**src/hw/rtl/lir_pkg.sv**
```systemverilog
// ----------------------------------------------------------------------------
// lir_pkg: shared types and constants of the linear interpolation resampler
// Register map, sequencer states, divider request/response and reset values.
// ----------------------------------------------------------------------------
package lir_pkg;

  // Run limit default and sample constants
  localparam int LIR_MAX_RUN = 64;
  localparam int LIR_DIV_W   = 16;
  localparam int LIR_DIV_CNT_W = $clog2(LIR_DIV_W);
  localparam int LIR_ADDR_W  = 4;

  localparam logic [14:0] CLAMP_MAG  = 15'd32767;
  localparam logic [15:0] UNITY_GAIN = 16'd4096;

  // Register reset values
  localparam logic [15:0] IN_STEP_RST  = 16'd320;
  localparam logic [15:0] OUT_STEP_RST = 16'd320;
  localparam logic        MONO_RST     = 1'b0;
  localparam logic [15:0] GAIN_RST     = UNITY_GAIN;

  // Register indexes (byte address 4*index)
  typedef enum logic [1:0] {
    REG_IN_STEP  = 2'd0,
    REG_OUT_STEP = 2'd1,
    REG_MONO     = 2'd2,
    REG_GAIN     = 2'd3
  } reg_idx_t;

  // Sequencer states
  typedef enum logic [3:0] {
    ST_IDLE,
    ST_CHECK,
    ST_MUL_A,
    ST_MUL_B,
    ST_DIV_START,
    ST_DIV_WAIT,
    ST_GAIN,
    ST_EMIT,
    ST_SKIP_START,
    ST_SKIP_WAIT
  } state_t;

  // Divider request and response
  typedef struct packed {
    logic        start;
    logic [31:0] dividend;
    logic [15:0] divisor;
  } div_req_t;

  typedef struct packed {
    logic        done;
    logic [15:0] quo;
    logic [15:0] rem;
  } div_rsp_t;

endpackage

```
**src/hw/rtl/lir_div.sv**
```systemverilog
// ----------------------------------------------------------------------------
// lir_div: shared iterative divider
// Restoring division, one quotient bit per cycle. The dividend's upper half
// must be below the divisor, so the quotient fits in 16 bits.
// ----------------------------------------------------------------------------
module lir_div import lir_pkg::*; (
  input  logic     clk,
  input  logic     rst_n,
  input  div_req_t req,
  output div_rsp_t rsp
);

  logic [15:0]              rem_r;
  logic [15:0]              dvd_r;
  logic [15:0]              div_r;
  logic [LIR_DIV_CNT_W-1:0] cnt_r;
  logic                     busy_r;
  logic                     done_r;

  logic [16:0] trial;
  logic        fits;
  logic [15:0] rem_nxt;

  // One restoring step: shift in the next dividend bit, subtract if it fits
  always_comb begin
    trial   = {rem_r, dvd_r[15]};
    fits    = trial >= {1'b0, div_r};
    rem_nxt = fits ? 16'(trial - {1'b0, div_r}) : trial[15:0];
  end

  // Control: count steps, pulse done after the last one
  always_ff @(posedge clk) begin
    if (!rst_n) begin
      busy_r <= 1'b0;
      done_r <= 1'b0;
      cnt_r  <= '0;
    end else if (req.start) begin
      busy_r <= 1'b1;
      done_r <= 1'b0;
      cnt_r  <= '0;
    end else if (busy_r) begin
      cnt_r <= cnt_r + LIR_DIV_CNT_W'(1);
      if (cnt_r == LIR_DIV_CNT_W'(LIR_DIV_W - 1)) begin
        busy_r <= 1'b0;
        done_r <= 1'b1;
      end
    end else begin
      done_r <= 1'b0;
    end
  end

  // Datapath: quotient bits enter the low end of the dividend register
  always_ff @(posedge clk) begin
    if (req.start) begin
      rem_r <= req.dividend[31:16];
      dvd_r <= req.dividend[15:0];
      div_r <= req.divisor;
    end else if (busy_r) begin
      rem_r <= rem_nxt;
      dvd_r <= {dvd_r[14:0], fits};
    end
  end

  assign rsp.done = done_r;
  assign rsp.quo  = dvd_r;
  assign rsp.rem  = rem_r;

endmodule

```
**src/hw/rtl/linear_interp_resampler.sv**
```systemverilog
// ----------------------------------------------------------------------------
// linear_interp_resampler: linear interpolation sample rate converter
// Takes stereo or mono 16-bit frames and emits interpolated, gain-scaled
// frames at the rate set by in_step and out_step.
// ----------------------------------------------------------------------------
// Usage:
//   Input items (in_left, in_right) enter on in_valid/in_ready; result items
//   (out_left, out_right, out_last) leave on out_valid/out_ready. out_last
//   marks the final result caused by an input item. in_ready is high only
//   while the block is idle; one item is in work at a time.
//   Registers are written over the APB port (in_step 0x0, out_step 0x4,
//   mono 0x8, gain 0xC); any write restarts the stream, and the next item
//   only loads the previous frame.
//   Sequence: with the receiver ready, each result passes the check state,
//   then per channel the multiply states MUL_A and MUL_B, a pass through
//   the shared divider (start, then wait) and the gain state, and then
//   the output register. An exact hit (phase zero) skips the divider. When
//   the run limit cuts a run short, the phase is advanced by one more
//   divider pass.
//   The divider is the pacing unit: every interpolated channel value needs
//   one full pass through it.
//   Reset clears the stream state and loads the register defaults. A
//   stalled receiver holds the result in the output register and the
//   sequencer waits until it is taken.
// ----------------------------------------------------------------------------
module linear_interp_resampler import lir_pkg::*; #(
  parameter int MAX_RUN = LIR_MAX_RUN
) (
  input  logic                  clk,
  input  logic                  rst_n,
  // input channel
  input  logic                  in_valid,
  output logic                  in_ready,
  input  logic signed [15:0]    in_left,
  input  logic signed [15:0]    in_right,
  // result channel
  output logic                  out_valid,
  input  logic                  out_ready,
  output logic signed [15:0]    out_left,
  output logic signed [15:0]    out_right,
  output logic                  out_last,
  // configuration port
  input  logic                  psel,
  input  logic                  penable,
  input  logic                  pwrite,
  input  logic [LIR_ADDR_W-1:0] paddr,
  input  logic [31:0]           pwdata,
  output logic [31:0]           prdata,
  output logic                  pready
);

  localparam int CNT_W = $clog2(MAX_RUN + 1);

  // Configuration registers
  logic [15:0] in_step_r;
  logic [15:0] out_step_r;
  logic        mono_r;
  logic [15:0] gain_r;

  // Stream state and sequencer registers
  state_t                state_r, state_nxt;
  logic signed [15:0]    prev_left_r, prev_left_nxt;
  logic signed [15:0]    prev_right_r, prev_right_nxt;
  logic signed [15:0]    cur_left_r, cur_left_nxt;
  logic signed [15:0]    cur_right_r, cur_right_nxt;
  logic [17:0]           phase_r, phase_nxt;
  logic                  started_r, started_nxt;
  logic [CNT_W-1:0]      cnt_r, cnt_nxt;
  logic                  ch_r, ch_nxt;
  logic signed [32:0]    prod_r, prod_nxt;
  logic signed [32:0]    num_r, num_nxt;
  logic                  sgn_r, sgn_nxt;
  logic [15:0]           qmag_r, qmag_nxt;
  logic signed [15:0]    res_left_r, res_left_nxt;
  logic signed [15:0]    out_left_r, out_left_nxt;
  logic signed [15:0]    out_right_r, out_right_nxt;
  logic                  out_last_r, out_last_nxt;
  logic                  out_valid_r, out_valid_nxt;

  // Working signals
  logic               cfg_wr;
  reg_idx_t           cfg_idx;
  logic [15:0]        istep;
  logic [15:0]        ostep;
  logic               phase_lt;
  logic [15:0]        diff;
  logic signed [15:0] a_sel;
  logic signed [15:0] b_sel;
  logic [32:0]        num_abs;
  logic [16:0]        a_ext;
  logic [16:0]        a_abs;
  logic [31:0]        gprod;
  logic [19:0]        gsh;
  logic [14:0]        mag;
  logic [15:0]        smag;
  logic signed [15:0] val;
  logic [17:0]        phase_add;
  logic [CNT_W-1:0]   cnt_inc;
  logic               is_last;
  div_req_t           div_req;
  div_rsp_t           div_rsp;

  // Shared divider
  lir_div u_div (
    .clk   (clk),
    .rst_n (rst_n),
    .req   (div_req),
    .rsp   (div_rsp)
  );

  // Configuration port
  assign pready  = 1'b1;
  assign cfg_wr  = psel && penable && pwrite;
  assign cfg_idx = reg_idx_t'(paddr[3:2]);

  always_ff @(posedge clk) begin
    if (!rst_n) begin
      in_step_r  <= IN_STEP_RST;
      out_step_r <= OUT_STEP_RST;
      mono_r     <= MONO_RST;
      gain_r     <= GAIN_RST;
    end else if (cfg_wr) begin
      case (cfg_idx)
        REG_IN_STEP:  in_step_r  <= pwdata[15:0];
        REG_OUT_STEP: out_step_r <= pwdata[15:0];
        REG_MONO:     mono_r     <= pwdata[0];
        REG_GAIN:     gain_r     <= pwdata[15:0];
        default:      ;
      endcase
    end
  end

  always_comb begin
    case (cfg_idx)
      REG_IN_STEP:  prdata = {16'b0, in_step_r};
      REG_OUT_STEP: prdata = {16'b0, out_step_r};
      REG_MONO:     prdata = {31'b0, mono_r};
      REG_GAIN:     prdata = {16'b0, gain_r};
      default:      prdata = '0;
    endcase
  end

  // Step values, a zero step acts as one
  assign istep = (in_step_r == 16'd0) ? 16'd1 : in_step_r;
  assign ostep = (out_step_r == 16'd0) ? 16'd1 : out_step_r;

  // Phase and channel operand selection
  always_comb begin
    phase_lt  = phase_r < {2'b0, istep};
    diff      = istep - phase_r[15:0];
    a_sel     = ch_r ? (mono_r ? prev_left_r : prev_right_r) : prev_left_r;
    b_sel     = ch_r ? (mono_r ? cur_left_r : cur_right_r) : cur_left_r;
    num_abs   = num_r[32] ? 33'(-num_r) : 33'(num_r);
    a_ext     = {a_sel[15], a_sel};
    a_abs     = a_sel[15] ? 17'(-a_ext) : a_ext;
    phase_add = phase_r + {2'b0, ostep};
    cnt_inc   = cnt_r + CNT_W'(1);
    is_last   = (phase_add >= {2'b0, istep}) || (cnt_inc == CNT_W'(MAX_RUN));
  end

  // Gain and clamp on the quotient or exact-hit magnitude; at unity gain an exact hit passes the sample as is
  always_comb begin
    gprod = {16'b0, qmag_r} * {16'b0, gain_r};
    gsh   = gprod[31:12];
    if (gain_r == UNITY_GAIN) begin
      mag = (qmag_r > {1'b0, CLAMP_MAG}) ? CLAMP_MAG : qmag_r[14:0];
    end else begin
      mag = (gsh > {5'b0, CLAMP_MAG}) ? CLAMP_MAG : gsh[14:0];
    end
    smag = {1'b0, mag};
    if ((gain_r == UNITY_GAIN) && (phase_r == 18'd0)) begin
      val = a_sel;
    end else begin
      val = sgn_r ? $signed(~smag + 16'd1) : $signed(smag);
    end
  end

  // Sequencer: next state and datapath updates
  always_comb begin
    state_nxt      = state_r;
    prev_left_nxt  = prev_left_r;
    prev_right_nxt = prev_right_r;
    cur_left_nxt   = cur_left_r;
    cur_right_nxt  = cur_right_r;
    phase_nxt      = phase_r;
    started_nxt    = started_r;
    cnt_nxt        = cnt_r;
    ch_nxt         = ch_r;
    prod_nxt       = prod_r;
    num_nxt        = num_r;
    sgn_nxt        = sgn_r;
    qmag_nxt       = qmag_r;
    res_left_nxt   = res_left_r;
    out_left_nxt   = out_left_r;
    out_right_nxt  = out_right_r;
    out_last_nxt   = out_last_r;
    out_valid_nxt  = out_valid_r;
    div_req        = '0;

    case (state_r)
      // Take an item; the first one only loads the previous frame
      ST_IDLE: begin
        if (in_valid) begin
          cur_left_nxt  = in_left;
          cur_right_nxt = in_right;
          if (!started_r) begin
            prev_left_nxt  = in_left;
            prev_right_nxt = in_right;
            started_nxt    = 1'b1;
          end else begin
            cnt_nxt   = '0;
            state_nxt = ST_CHECK;
          end
        end
      end
      // Decide: next result, skip past the run limit, or finish the item
      ST_CHECK: begin
        if (phase_lt) begin
          if (cnt_r == CNT_W'(MAX_RUN)) begin
            state_nxt = ST_SKIP_START;
          end else begin
            ch_nxt    = 1'b0;
            state_nxt = ST_MUL_A;
          end
        end else begin
          phase_nxt      = phase_r - {2'b0, istep};
          prev_left_nxt  = cur_left_r;
          prev_right_nxt = cur_right_r;
          state_nxt      = ST_IDLE;
        end
      end
      // prev * (step - p)
      ST_MUL_A: begin
        prod_nxt  = $signed({{17{a_sel[15]}}, a_sel}) * $signed({17'b0, diff});
        state_nxt = ST_MUL_B;
      end
      // add cur * p
      ST_MUL_B: begin
        num_nxt   = prod_r + $signed({{17{b_sel[15]}}, b_sel})
                    * $signed({17'b0, phase_r[15:0]});
        state_nxt = ST_DIV_START;
      end
      // Divide the magnitude by the step, or pass an exact hit
      ST_DIV_START: begin
        if (phase_r == 18'd0) begin
          qmag_nxt  = a_abs[15:0];
          sgn_nxt   = a_sel[15];
          state_nxt = ST_GAIN;
        end else begin
          div_req.start    = 1'b1;
          div_req.dividend = num_abs[31:0];
          div_req.divisor  = istep;
          sgn_nxt          = num_r[32];
          state_nxt        = ST_DIV_WAIT;
        end
      end
      ST_DIV_WAIT: begin
        if (div_rsp.done) begin
          qmag_nxt  = div_rsp.quo;
          state_nxt = ST_GAIN;
        end
      end
      // Scale, then either start the right channel or load the output
      ST_GAIN: begin
        if (!ch_r) begin
          res_left_nxt = val;
          ch_nxt       = 1'b1;
          state_nxt    = ST_MUL_A;
        end else begin
          out_left_nxt  = res_left_r;
          out_right_nxt = val;
          out_last_nxt  = is_last;
          out_valid_nxt = 1'b1;
          phase_nxt     = phase_add;
          cnt_nxt       = cnt_inc;
          state_nxt     = ST_EMIT;
        end
      end
      // Hold the result until the receiver takes it
      ST_EMIT: begin
        if (out_ready) begin
          out_valid_nxt = 1'b0;
          state_nxt     = ST_CHECK;
        end
      end
      // Advance the phase past the dropped results: ostep - 1 - ((d - 1) mod ostep)
      ST_SKIP_START: begin
        div_req.start    = 1'b1;
        div_req.dividend = {16'b0, diff - 16'd1};
        div_req.divisor  = ostep;
        state_nxt        = ST_SKIP_WAIT;
      end
      ST_SKIP_WAIT: begin
        if (div_rsp.done) begin
          phase_nxt      = {2'b0, ostep - 16'd1 - div_rsp.rem};
          prev_left_nxt  = cur_left_r;
          prev_right_nxt = cur_right_r;
          state_nxt      = ST_IDLE;
        end
      end
      default: begin
        state_nxt = ST_IDLE;
      end
    endcase

    // Any register write restarts the stream
    if (cfg_wr) begin
      prev_left_nxt  = '0;
      prev_right_nxt = '0;
      phase_nxt      = '0;
      started_nxt    = 1'b0;
    end
  end

  // State register and control state
  always_ff @(posedge clk) begin
    if (!rst_n) begin
      state_r      <= ST_IDLE;
      started_r    <= 1'b0;
      phase_r      <= '0;
      prev_left_r  <= '0;
      prev_right_r <= '0;
      cnt_r        <= '0;
      ch_r         <= 1'b0;
      out_valid_r  <= 1'b0;
    end else begin
      state_r      <= state_nxt;
      started_r    <= started_nxt;
      phase_r      <= phase_nxt;
      prev_left_r  <= prev_left_nxt;
      prev_right_r <= prev_right_nxt;
      cnt_r        <= cnt_nxt;
      ch_r         <= ch_nxt;
      out_valid_r  <= out_valid_nxt;
    end
  end

  // Payload registers
  always_ff @(posedge clk) begin
    cur_left_r  <= cur_left_nxt;
    cur_right_r <= cur_right_nxt;
    prod_r      <= prod_nxt;
    num_r       <= num_nxt;
    sgn_r       <= sgn_nxt;
    qmag_r      <= qmag_nxt;
    res_left_r  <= res_left_nxt;
    out_left_r  <= out_left_nxt;
    out_right_r <= out_right_nxt;
    out_last_r  <= out_last_nxt;
  end

  assign in_ready  = (state_r == ST_IDLE);
  assign out_valid = out_valid_r;
  assign out_left  = out_left_r;
  assign out_right = out_right_r;
  assign out_last  = out_last_r;

endmodule

```
**config.mk**
```make
export PLATFORM = sky130hd
export DESIGN_NAME = linear_interp_resampler
export DESIGN_NICKNAME = d
export VERILOG_FILES = /design/src/hw/rtl/lir_pkg.sv /design/src/hw/rtl/lir_div.sv /design/src/hw/rtl/linear_interp_resampler.sv
export SDC_FILE = /design/constraint.sdc
export NUM_CORES = 2
export LEC_CHECK = 0
export ABC_CLOCK_PERIOD_IN_PS = 8300
export BUFFER_PORTS_ARGS = -buffer_cell sky130_fd_sc_hd__buf_4
export CELL_PAD_IN_SITES_DETAIL_PLACEMENT = 2
export CELL_PAD_IN_SITES_GLOBAL_PLACEMENT = 2
export CORE_MARGIN = 5
export CORE_UTILIZATION = 37
export DETAILED_ROUTE_END_ITERATION = 6
export GPL_TIMING_DRIVEN = 0
export PLACE_DENSITY = 0.77
export SYNTH_ARGS = -nofsm -noshare
export SYNTH_HDL_FRONTEND = slang
export SYNTH_SLANG_ARGS = --single-unit
```
**constraint.sdc**
```tcl
create_clock -name clk -period 8.3 [get_ports clk]
set_input_delay 1.245 -clock clk [delete_from_list [all_inputs] [get_ports clk]]
set_output_delay 1.245 -clock clk [all_outputs]
set_load 0.03 [all_outputs]
```
==> impl_metrics.tcl <==
set metrics [dict create \
    ys_warn_count 0 \
    worst_slack_ns -0.818 \
    holdBufCountCts 0 \
    largest_net_degree_at_the_start_of_global_routing 41 \
    max_freq_mhz 110 \
    cp.arrival_ns 9.47 \
    synth.most_common_cell "sky130_fd_sc_hd__inv_1" \
    wire_length_of_the_first_global_routing_pass_um 283000 \
    leakage_nw 23.9 \
    route.detailed.wl_per_inst_um 27.9 \
    core.rowCount 128 \
    finalNetCount 6493 \
    number_of_storage_elements_in_the_synthesis_netlist 331 \
    cts_num_sinks 331 \
    first_iter_violations 2404 \
    slowest_stage "sky130_fd_sc_hd__fa_2" \
    area_growth_syn_to_fin_pct 17.3 \
    netlist_top_cells_count "855 x sky130_fd_sc_hd__inv_1, 741 x sky130_fd_sc_hd__nand2_1, 618 x sky130_fd_sc_hd__fa_1" \
    total_vias_in_the_final_route 39200 \
    number_of_design_rule_violations_left_after_detail_routing 0 \
    fraction_of_final_layout_cells_with_drive_strength_greater_than_1_pct 13.4 \
    clk-insertion-delay-late_ns 0.64 \
    cp-end-kind "flop" \
    globalplace.congestion 0.899 \
    synth_area_leader_cell "sky130_fd_sc_hd__fa_1" \
    cts-buffers-inserted 43 \
    clock_tree.buffer_depth 3 \
    synthesis.area_mm2 0.0453 \
    final-hold-violation-count 0 \
    synthDistinctLibCells 94 \
    critical_path_class "flop to flop" \
    cts_tree "done" \
    whs_ns 0.417 \
    setup_viol_count_final 22 \
    drt.antenna.violating_nets 0 \
    grt-ovfl-total 0 \
    vdd_ir_drop_max_uv 359 \
    synth_cells 5064 \
    grt_usage_pct 28.8 \
    synth-seq-area-share_pct 19.3 \
    die_w_um 360 \
    first_pass_iters 6 \
    synth_top_flop_cell "sky130_fd_sc_hd__edfxtp_1" \
    first_global_vias 44400 \
    routed_wl_um 196000 \
    dp.final_hpwl_um 147000 \
    setup_slack_at_placement_ns -3.46 \
    grt_setup_unrepaired "true" \
    die_height_um 360 \
    top_level_ports 143 \
    cts_htree_levels 2 \
    drv.max_cap_violation_count 0 \
    report.power.total_mw 12.1 \
    postSynthAreaPerCell_um2 8.94 \
    worst_setup_path_start_kind "flop" \
    tightestPinTransition_ns 1.37 \
    antenna_violations_before_repair 17 \
    floorplan.die_area_mm2 0.129 \
    worstPathMaxFanout 4 \
    failing_checks "setup timing" \
    count_of_filler_cells_inserted_in_the_layout 13200 \
    port-buffer-count 107 \
    path_clk_slew_ns 0.06 \
    cts.root.buffer_cell "sky130_fd_sc_hd__clkbuf_16" \
    powerDensity_mw_per_mm2 227 \
    period_share_pct 110 \
    worst-endpoint-required_ns 8.65 \
    status "complete, but fails checks" \
    hp-class "flop to flop" \
    slew_headroom_pct 5.78 \
    finClkSkew_ns 0.0376 \
    synth-edff-count 212 \
    critical-path-max-stage-delay_ns 0.68 \
    coreArea_mm2 0.122 \
    shortest_clock_period_the_worst_path_allows_after_layout_ns 9.12 \
    initial_standard_cell_utilization_of_the_core_pct 37.2 \
    async_flop_share_pct 0 \
    post_drt_via_cell_ratio 5.58 \
    synthTopCellsByArea "sky130_fd_sc_hd__fa_1 27%, sky130_fd_sc_hd__edfxtp_1 14%, sky130_fd_sc_hd__ha_1 12%" \
    netlist.area_leader.share_pct 27.3 \
    slew_violations 0 \
]
==> logic make-up after synthesis <==
| family | share of synthesized area [%] |
|---|---|
| multiplexers | 1.80 |
| other | 0.0166 |
| buffers and inverters | 9.53 |
| AO/OA/AOI/OAI | 10.3 |
| adder cells (fa/ha/maj) | 39.5 |
| AND/OR/NAND/NOR | 15.5 |
| XOR/XNOR | 3.98 |
| flip-flops | 19.3 |
==> state kept, by name (all words and copies together) (netlist names), 4 cells and up <==
signal and flops:
qmag_r 16, in_step_r 16, cnt_r 7, prod_r 33
out_left 16, cur_right_r 16, out_step_r 16, prev_left_r 16
u_div.dvd_r 16, res_left_r 16, state_r 4, gain_r 16
phase_r 18, u_div.cnt_r 4, u_div.div_r 16, out_right 16
num_r 33, u_div.rem_r 16, prev_right_r 16, cur_left_r 16
==> stage by stage <==
stage          instance area [um^2]  cells  setup TNS [ns]  util [%]
6_report                      53100   7024           -8.28      43.6
5_1_grt                       53100   7018          -11.58      43.6
4_1_cts                       51900   6981           -2.52      42.7
3_5_place_dp                  48500   6824         -127.20      39.8
3_3_place_gp                  48300   6811         -106.40      39.6
2_1_floorplan                 45400   5079               0         -
==> routing by layer <==
metal,wire (um),vias up,track usage (%)
met5,45,-,0
met4,10600,6,12.0
met3,12000,473,4.66
met2,96100,1317,49.8
met1,77100,20600,35.8
li1,-,16800,-
==> final timing paths <==
kind | startpoint | end | slack (ns) | depth (start not counted)
worst max-delay path | in_step_r[12]$_SDFFE_PN0P_ | prod_r[32]$_DFFE_PP_ | -0.82 | 40
worst min-delay path | res_left_r[10]$_DFFE_PP_ | out_left[10]$_DFFE_PP_ | 0.42 | 0
worst max register to register | in_step_r[12]$_SDFFE_PN0P_ | prod_r[32]$_DFFE_PP_ | -0.82 | 40
worst min register to register | res_left_r[10]$_DFFE_PP_ | out_left[10]$_DFFE_PP_ | 0.42 | 0
==> final cells by class <==
cell class | instances | area (um^2) | area share (%)
Clock buffer | 60 | 1190 | 2.24
Antenna cell | 7 | 17.5 | 0.0330
Multi-Input combinational cell | 3618 | 34000 | 64.0
Clock inverter | 19 | 205 | 0.387
Buffer | 235 | 1290 | 2.43
Timing Repair Buffer | 266 | 2290 | 4.31
Tap cell | 1625 | 2030 | 3.83
Inverter | 863 | 3270 | 6.17
Sequential cell | 331 | 8830 | 16.6
==> power by group <==
part / leakage (nW) / switching [mW] / internal (mW)
Combinational: 20.4 / 4.96 / 3.07
Sequential: 2.90 / 0.0747 / 2.02
Clock: 0.680 / 0.837 / 1.10
Total: 23.9 / 5.88 / 6.19
==> critical path, delay by kind of cell, from the launching register on <==
family | cells | cell delay, ns
AND/OR/NAND/NOR | 4 | 0.46
AO/OA/AOI/OAI | 15 | 2.91
buffers and inverters | 10 | 0.90
XOR/XNOR | 2 | 0.23
flip-flops | 1 | 0.35
adder cells (fa/ha/maj) | 9 | 3.93
==> cell usage in the layout, fill, tap and decap left out, types with 47 or more instances in the layout <==
cell                        instances
sky130_fd_sc_hd__nand2_1          732
sky130_fd_sc_hd__nor2_1           345
sky130_fd_sc_hd__o21ai_0          138
sky130_fd_sc_hd__buf_4            248
sky130_fd_sc_hd__xor2_1            56
sky130_fd_sc_hd__clkbuf_16         47
sky130_fd_sc_hd__a21boi_0          57
sky130_fd_sc_hd__edfxtp_1         212
sky130_fd_sc_hd__ha_1             424
sky130_fd_sc_hd__clkbuf_1         155
sky130_fd_sc_hd__nand3_1           50
sky130_fd_sc_hd__fa_1             609
sky130_fd_sc_hd__dfxtp_1           82
sky130_fd_sc_hd__xnor2_1          118
sky130_fd_sc_hd__a21oi_1          109
sky130_fd_sc_hd__and2_1           172
sky130_fd_sc_hd__inv_1            843
==> repair_timing <==
| action | in CTS | in global routing |
|---|---|---|
| gates resized for setup | 337 | 188 |
| setup buffers | 106 | 48 |
| gates cloned | 0 | 1 |
| pin swaps | 78 | 80 |
| setup endpoints to repair | 80 | 58 |
| endpoints found under the hold margin | 0 | 0 |
Power figures use the tool's default switching activity.
